===== config.mk =====
export PLATFORM = sky130hd
export DESIGN_NAME = hse_ctrl
export DESIGN_NICKNAME = d
export VERILOG_FILES = /design/src/hw/rtl/hse_pkg.sv /design/src/hw/rtl/hse_ctrl.sv
export SDC_FILE = /design/constraint.sdc
export NUM_CORES = 1
export LEC_CHECK = 0
export ABC_AREA = 1
export BUFFER_PORTS_ARGS = -buffer_cell sky130_fd_sc_hd__buf_2
export CAP_MARGIN = 40
export CORE_AREA = 2 2 39 41
export CTS_BUF_LIST = sky130_fd_sc_hd__clkbuf_16
export DETAILED_ROUTE_END_ITERATION = 6
export DIE_AREA = 0 0 41 43
export HOLD_SLACK_MARGIN = 0.1
export PLACE_DENSITY = 0.91
export SYNTH_ARGS = -nofsm -noshare
export SYNTH_HDL_FRONTEND = slang
export SYNTH_SLANG_ARGS = --single-unit
export TNS_END_PERCENT = 30

===== constraint.sdc =====
create_clock -name clk -period 3 [get_ports clk]
set_input_delay 0.3 -clock clk [delete_from_list [all_inputs] [get_ports clk]]
set_output_delay 0.3 -clock clk [all_outputs]
set_load 0.02 [all_outputs]

===== src/hw/rtl/hse_pkg.sv =====
// Package for the Hall set enumerator: fixed widths, register and status codes,
// and the command and status structs that join the controller to the datapath.
// No dependencies.
package hse_pkg;

  localparam int DEF_MAX_ELEMENTS = 1024;
  localparam int DEF_MAX_DEGREE   = 8;
  localparam int DEF_MAX_LETTERS  = 16;

  localparam int OUT_IDX_W  = 10;
  localparam int OUT_DEG_W  = 4;
  localparam int STATUS_W   = 2;
  localparam int CFG_IDX_W  = 2;
  localparam int CFG_DATA_W = 5;
  localparam int ALPHA_W    = 5;
  localparam int MAXDEG_W   = 4;

  localparam logic [CFG_IDX_W-1:0] CFG_ALPHABET_WIDTH = 2'd0;
  localparam logic [CFG_IDX_W-1:0] CFG_MAX_DEGREE     = 2'd1;

  localparam logic [STATUS_W-1:0] ST_ELEMENT  = 2'd0;
  localparam logic [STATUS_W-1:0] ST_FINISHED = 2'd1;
  localparam logic [STATUS_W-1:0] ST_FULL     = 2'd2;

  localparam logic [ALPHA_W-1:0]  ALPHA_RESET  = 5'd2;
  localparam logic [MAXDEG_W-1:0] MAXDEG_RESET = 4'd4;

  typedef struct packed {
    logic                restart;
    logic                emit_letter;
    logic                emit_pair;
    logic                emit_end;
    logic [STATUS_W-1:0] end_code;
    logic                emit_sticky;
    logic                close_degree;
    logic                enter_next;
    logic                load_hi_i;
    logic                load_hi_j;
    logic                next_split;
    logic                load_lcur;
    logic                place;
    logic                next_left;
    logic                issue_read;
    logic                next_right;
  } cmd_t;

  typedef struct packed {
    logic fin_nz;
    logic deg_le1;
    logic letter_more;
    logic store_full;
    logic deg_done;
    logic next_over;
    logic li_done;
    logic split_more;
    logic rj_done;
    logic hall_ok;
    logic out_free;
  } stat_t;

endpackage


===== src/hw/rtl/hse_ctrl.sv =====
// Controller state machine of the Hall set enumerator.
// Sequences the candidate scan and issues commands to hse_dp; uses hse_pkg.
module hse_ctrl import hse_pkg::*; (
  input  logic  clk,
  input  logic  rst,
  input  logic  in_valid,
  output logic  in_ready,
  input  logic  restart,
  input  stat_t stat,
  output cmd_t  cmd
);

  localparam logic [3:0] S_IDLE  = 4'd0;
  localparam logic [3:0] S_BEGIN = 4'd1;
  localparam logic [3:0] S_LET   = 4'd2;
  localparam logic [3:0] S_DEG   = 4'd3;
  localparam logic [3:0] S_HI    = 4'd4;
  localparam logic [3:0] S_CHKI  = 4'd5;
  localparam logic [3:0] S_LCUR  = 4'd6;
  localparam logic [3:0] S_PLACE = 4'd7;
  localparam logic [3:0] S_HJ    = 4'd8;
  localparam logic [3:0] S_CHKJ  = 4'd9;
  localparam logic [3:0] S_CMP   = 4'd10;

  logic [3:0] state, state_next;

  assign in_ready = (state == S_IDLE);

  always_ff @(posedge clk) begin
    if (rst) begin
      state <= S_IDLE;
    end else begin
      state <= state_next;
    end
  end

  always_comb begin
    cmd        = '0;
    state_next = state;
    unique case (state)
      S_IDLE: begin
        if (in_valid) begin
          cmd.restart = restart;
          state_next  = S_BEGIN;
        end
      end
      S_BEGIN: begin
        if (stat.fin_nz) begin
          if (stat.out_free) begin
            cmd.emit_sticky = 1'b1;
            state_next      = S_IDLE;
          end
        end else if (stat.deg_le1) begin
          state_next = S_LET;
        end else begin
          state_next = S_DEG;
        end
      end
      S_LET: begin
        if (stat.letter_more) begin
          if (stat.out_free) begin
            if (stat.store_full) begin
              cmd.emit_end = 1'b1;
              cmd.end_code = ST_FULL;
            end else begin
              cmd.emit_letter = 1'b1;
            end
            state_next = S_IDLE;
          end
        end else if (stat.next_over) begin
          if (stat.out_free) begin
            cmd.close_degree = 1'b1;
            cmd.emit_end     = 1'b1;
            cmd.end_code     = ST_FINISHED;
            state_next       = S_IDLE;
          end
        end else begin
          cmd.close_degree = 1'b1;
          cmd.enter_next   = 1'b1;
          state_next       = S_PLACE;
        end
      end
      S_DEG: begin
        if (stat.deg_done) begin
          if (stat.next_over) begin
            if (stat.out_free) begin
              cmd.close_degree = 1'b1;
              cmd.emit_end     = 1'b1;
              cmd.end_code     = ST_FINISHED;
              state_next       = S_IDLE;
            end
          end else begin
            cmd.close_degree = 1'b1;
            cmd.enter_next   = 1'b1;
            state_next       = S_PLACE;
          end
        end else begin
          state_next = S_HI;
        end
      end
      S_HI: begin
        cmd.load_hi_i = 1'b1;
        state_next    = S_CHKI;
      end
      S_CHKI: begin
        if (stat.li_done) begin
          cmd.next_split = 1'b1;
          state_next     = stat.split_more ? S_LCUR : S_DEG;
        end else begin
          state_next = S_HJ;
        end
      end
      S_LCUR: begin
        cmd.load_lcur = 1'b1;
        state_next    = S_PLACE;
      end
      S_PLACE: begin
        cmd.place  = 1'b1;
        state_next = S_HI;
      end
      S_HJ: begin
        cmd.load_hi_j = 1'b1;
        state_next    = S_CHKJ;
      end
      S_CHKJ: begin
        if (stat.rj_done) begin
          cmd.next_left = 1'b1;
          state_next    = S_PLACE;
        end else begin
          cmd.issue_read = 1'b1;
          state_next     = S_CMP;
        end
      end
      S_CMP: begin
        if (stat.hall_ok) begin
          if (stat.out_free) begin
            if (stat.store_full) begin
              cmd.emit_end = 1'b1;
              cmd.end_code = ST_FULL;
            end else begin
              cmd.emit_pair = 1'b1;
            end
            state_next = S_IDLE;
          end
        end else begin
          cmd.next_right = 1'b1;
          state_next     = S_CHKJ;
        end
      end
      default: begin
        state_next = S_IDLE;
      end
    endcase
  end

endmodule


==> flow_summary.ini <==
[setup_path]
cp-start-kind = flop
critical-path-max-stage-delay_ps = 340
critPathMaxFanout = 5
worstSetupPathType = flop to primary output
timing.rr.end = state[1]$_SDFFE_PP0P_
r2r_start = state[2]$_SDFFE_PP0P_
crit_top_cell = inv_1
cp_cell_sequence = inv_1 -> nand2_1 -> nor2_2 -> inv_2 -> o21ai_1 -> inv_1 -> a21oi_2 -> buf_2
critical_path_required_ps = 2700
r2r_slack_ps = 1740
worst-path-buf-inv = 4
cp_top_family = buffers and inverters
cp.depth = 8
worst_path_max_delay_cell = dfxtp_1
end_kind = primary output
worstPathArrival_ps = 1490
r2r_cells = 7

[cts]
cts_tree = built
cts_max_level = 1
insertion_delay_ps = 230
post_cts_resized = 0
postCtsSetupRepairBufs = 0
clock-sinks = 4
cts_made_buffers = 3
hold_buffers = 0
clkSlewWorstSetupHoldPaths_ps = 30
clockBufferDepth = 2
root_buffer = clkbuf_16

[power]
p_leak_nw = 0.534
ir_drop_mv = 0.375
power_density_nw_per_um2 = 435

[routing]
first_pass_iters = 4
drt-vias-per-instance = 5.32
drt_iter0_drc = 16
via_count = 893
drcViolationCount = 0
drtAntennaViolNets = 0
routedWlPerCell_um = 11.3
wirelength_um = 1900

[floorplanning]
num_rows = 14
boundaryPins = 33
die_y_um = 43
dieArea_um2 = 1760
core_um2 = 1380
die_width_um = 41
initial_utilization_pct = 42.0

[logic_synthesis]
yosysSeqAreaShare_pct = 13.8
synth_seq_cells = 4
syn_avg_cell_area_um2 = 4.96
syn_inst = 117
synth_cell_type_count = 19
yosys.area.top_type = nand2_1
yosysWarnings = 0
synthTopCellsByArea = nand2_1, nor2_1, dfxtp_1, inv_1, nand3_1
syn-num-nets = 132
synth_area_um2 = 581
yosysTopAreaCellShare_pct = 20.7

[finish]
final.fill_count = 148
largest_register_ff_count = 4
antenna_cells = 0
final_cell_mix = nand2_1, buf_2, nor2_1
regMostFlops = state
drive_gt1_share_pct = 28.9
stdcell_area_um2 = 836
final_nets = 169
reg_top3 = state: 4 flops
area_delta_synth_final_pct = 44.0

[timing]
worst_clock_skew_ps = 1.53
hold_viol_final = 0
setup_viol = 0
slew_headroom_pct = 82.7
grt_setup_unrepaired = false
drv_slew = 0
worst_pin_slew_ps = 257
period_share_pct = 59.6
period_needed_ps = 1790
setup_tns_ps = 0
fmax_ghz = 0.559

[place]
portBuffers = 32
place_area_um2 = 761
place_congestion = 0.943
hpwl_um = 1540

[worst_hold_path]
worstHoldStart = rst
hp-class = input port to flop
hold_path_end = state[2]$_SDFFE_PP0P_
min_path_cells = 2

[global_route]
grt_max_degree = 9
grtUsageMet2_pct = 40.0
grt_pass1_wl_um = 2810
grt_pass1_vias = 796
antenna_found_initial = 0
grtUsageTotal_pct = 22.9
grt_overflow_total = 0
grt_busiest_layer = met2
grt_use_met3_pct = 2.62
met1_usage_pct = 22.4

[outcome]
outcome = finished clean

[run]
cap_violations = 0
[per-stage QoR]
stage / instances / setup slack [ps] / total power, mW / util [%] / hold WS, ps
CTS: 168 / 1220 / 0.365 / 60.4 / 248
finish: 168 / 1210 / 0.364 / 60.4 / 250
floorplan: 117 / 1400 / 0.122 / - / 372
global placement: 165 / 1420 / 0.153 / 55.0 / 475
detailed placement: 165 / 1450 / 0.155 / 55.0 / 481
global route: 168 / 1070 / 0.380 / 60.4 / 259
[layer usage]
layer | vias up | share of wire (%)
met5 | - | 0
met4 | 0 | 3.0
met3 | 8 | 6.6
met2 | 50 | 49
met1 | 392 | 42
li1 | 443 | -
[cell type report]
class	instances	area (um2)	area share (%)
clock buffer	3	75.1	8.98
inverter	22	82.6	9.88
multi-input combinational	91	418	50.0
sequential	4	80.1	9.58
tap	16	20.0	2.40
timing repair buffer	32	160	19.2
[synth_stat cells (all sizes together)]
| cell | count |
|---|---|
| o211ai | 3 |
| nand2 | 32 |
| o21ai | 4 |
| nor3 | 2 |
| nand4 | 2 |
| dfxtp | 4 |
| inv | 22 |
| nor2 | 27 |
| or2 | 2 |
| nor4 | 2 |
| o31ai | 2 |
| a21oi | 2 |
| nand3 | 12 |
| a21boi | 1 |
[report_power, final]
| part | leakage (nW) | switching [mW] | total [mW] | internal [mW] |
|---|---|---|---|---|
| registers | 0.0326 | 0.00591 | 0.0635 | 0.0576 |
| logic | 0.465 | 0.0615 | 0.0924 | 0.0309 |
| clock network | 0.0370 | 0.0378 | 0.208 | 0.170 |
| total | 0.534 | 0.105 | 0.364 | 0.259 |
[worst max-delay path by stage]
stage | startpoint | end | slack, ps
floorplan | stat[0] | cmd[14] | 1400
detailed placement | stat[0] | cmd[14] | 1450
global route | state[2]$_SDFFE_PP0P_ | cmd[8] | 1070
finish | state[3]$_SDFFE_PP0P_ | cmd[9] | 1210
global placement | stat[0] | cmd[14] | 1420
CTS | state[3]$_SDFFE_PP0P_ | cmd[9] | 1220
[logic make-up after synthesis]
kind of cell           after synthesis  share of synthesized area, %
AND/OR/NAND/NOR                     79                          58.4
flip-flops                           4                          13.8
AO/OA/AOI/OAI                       12                          13.6
buffers and inverters               22                          14.2
Power figures use the tool's default switching activity.
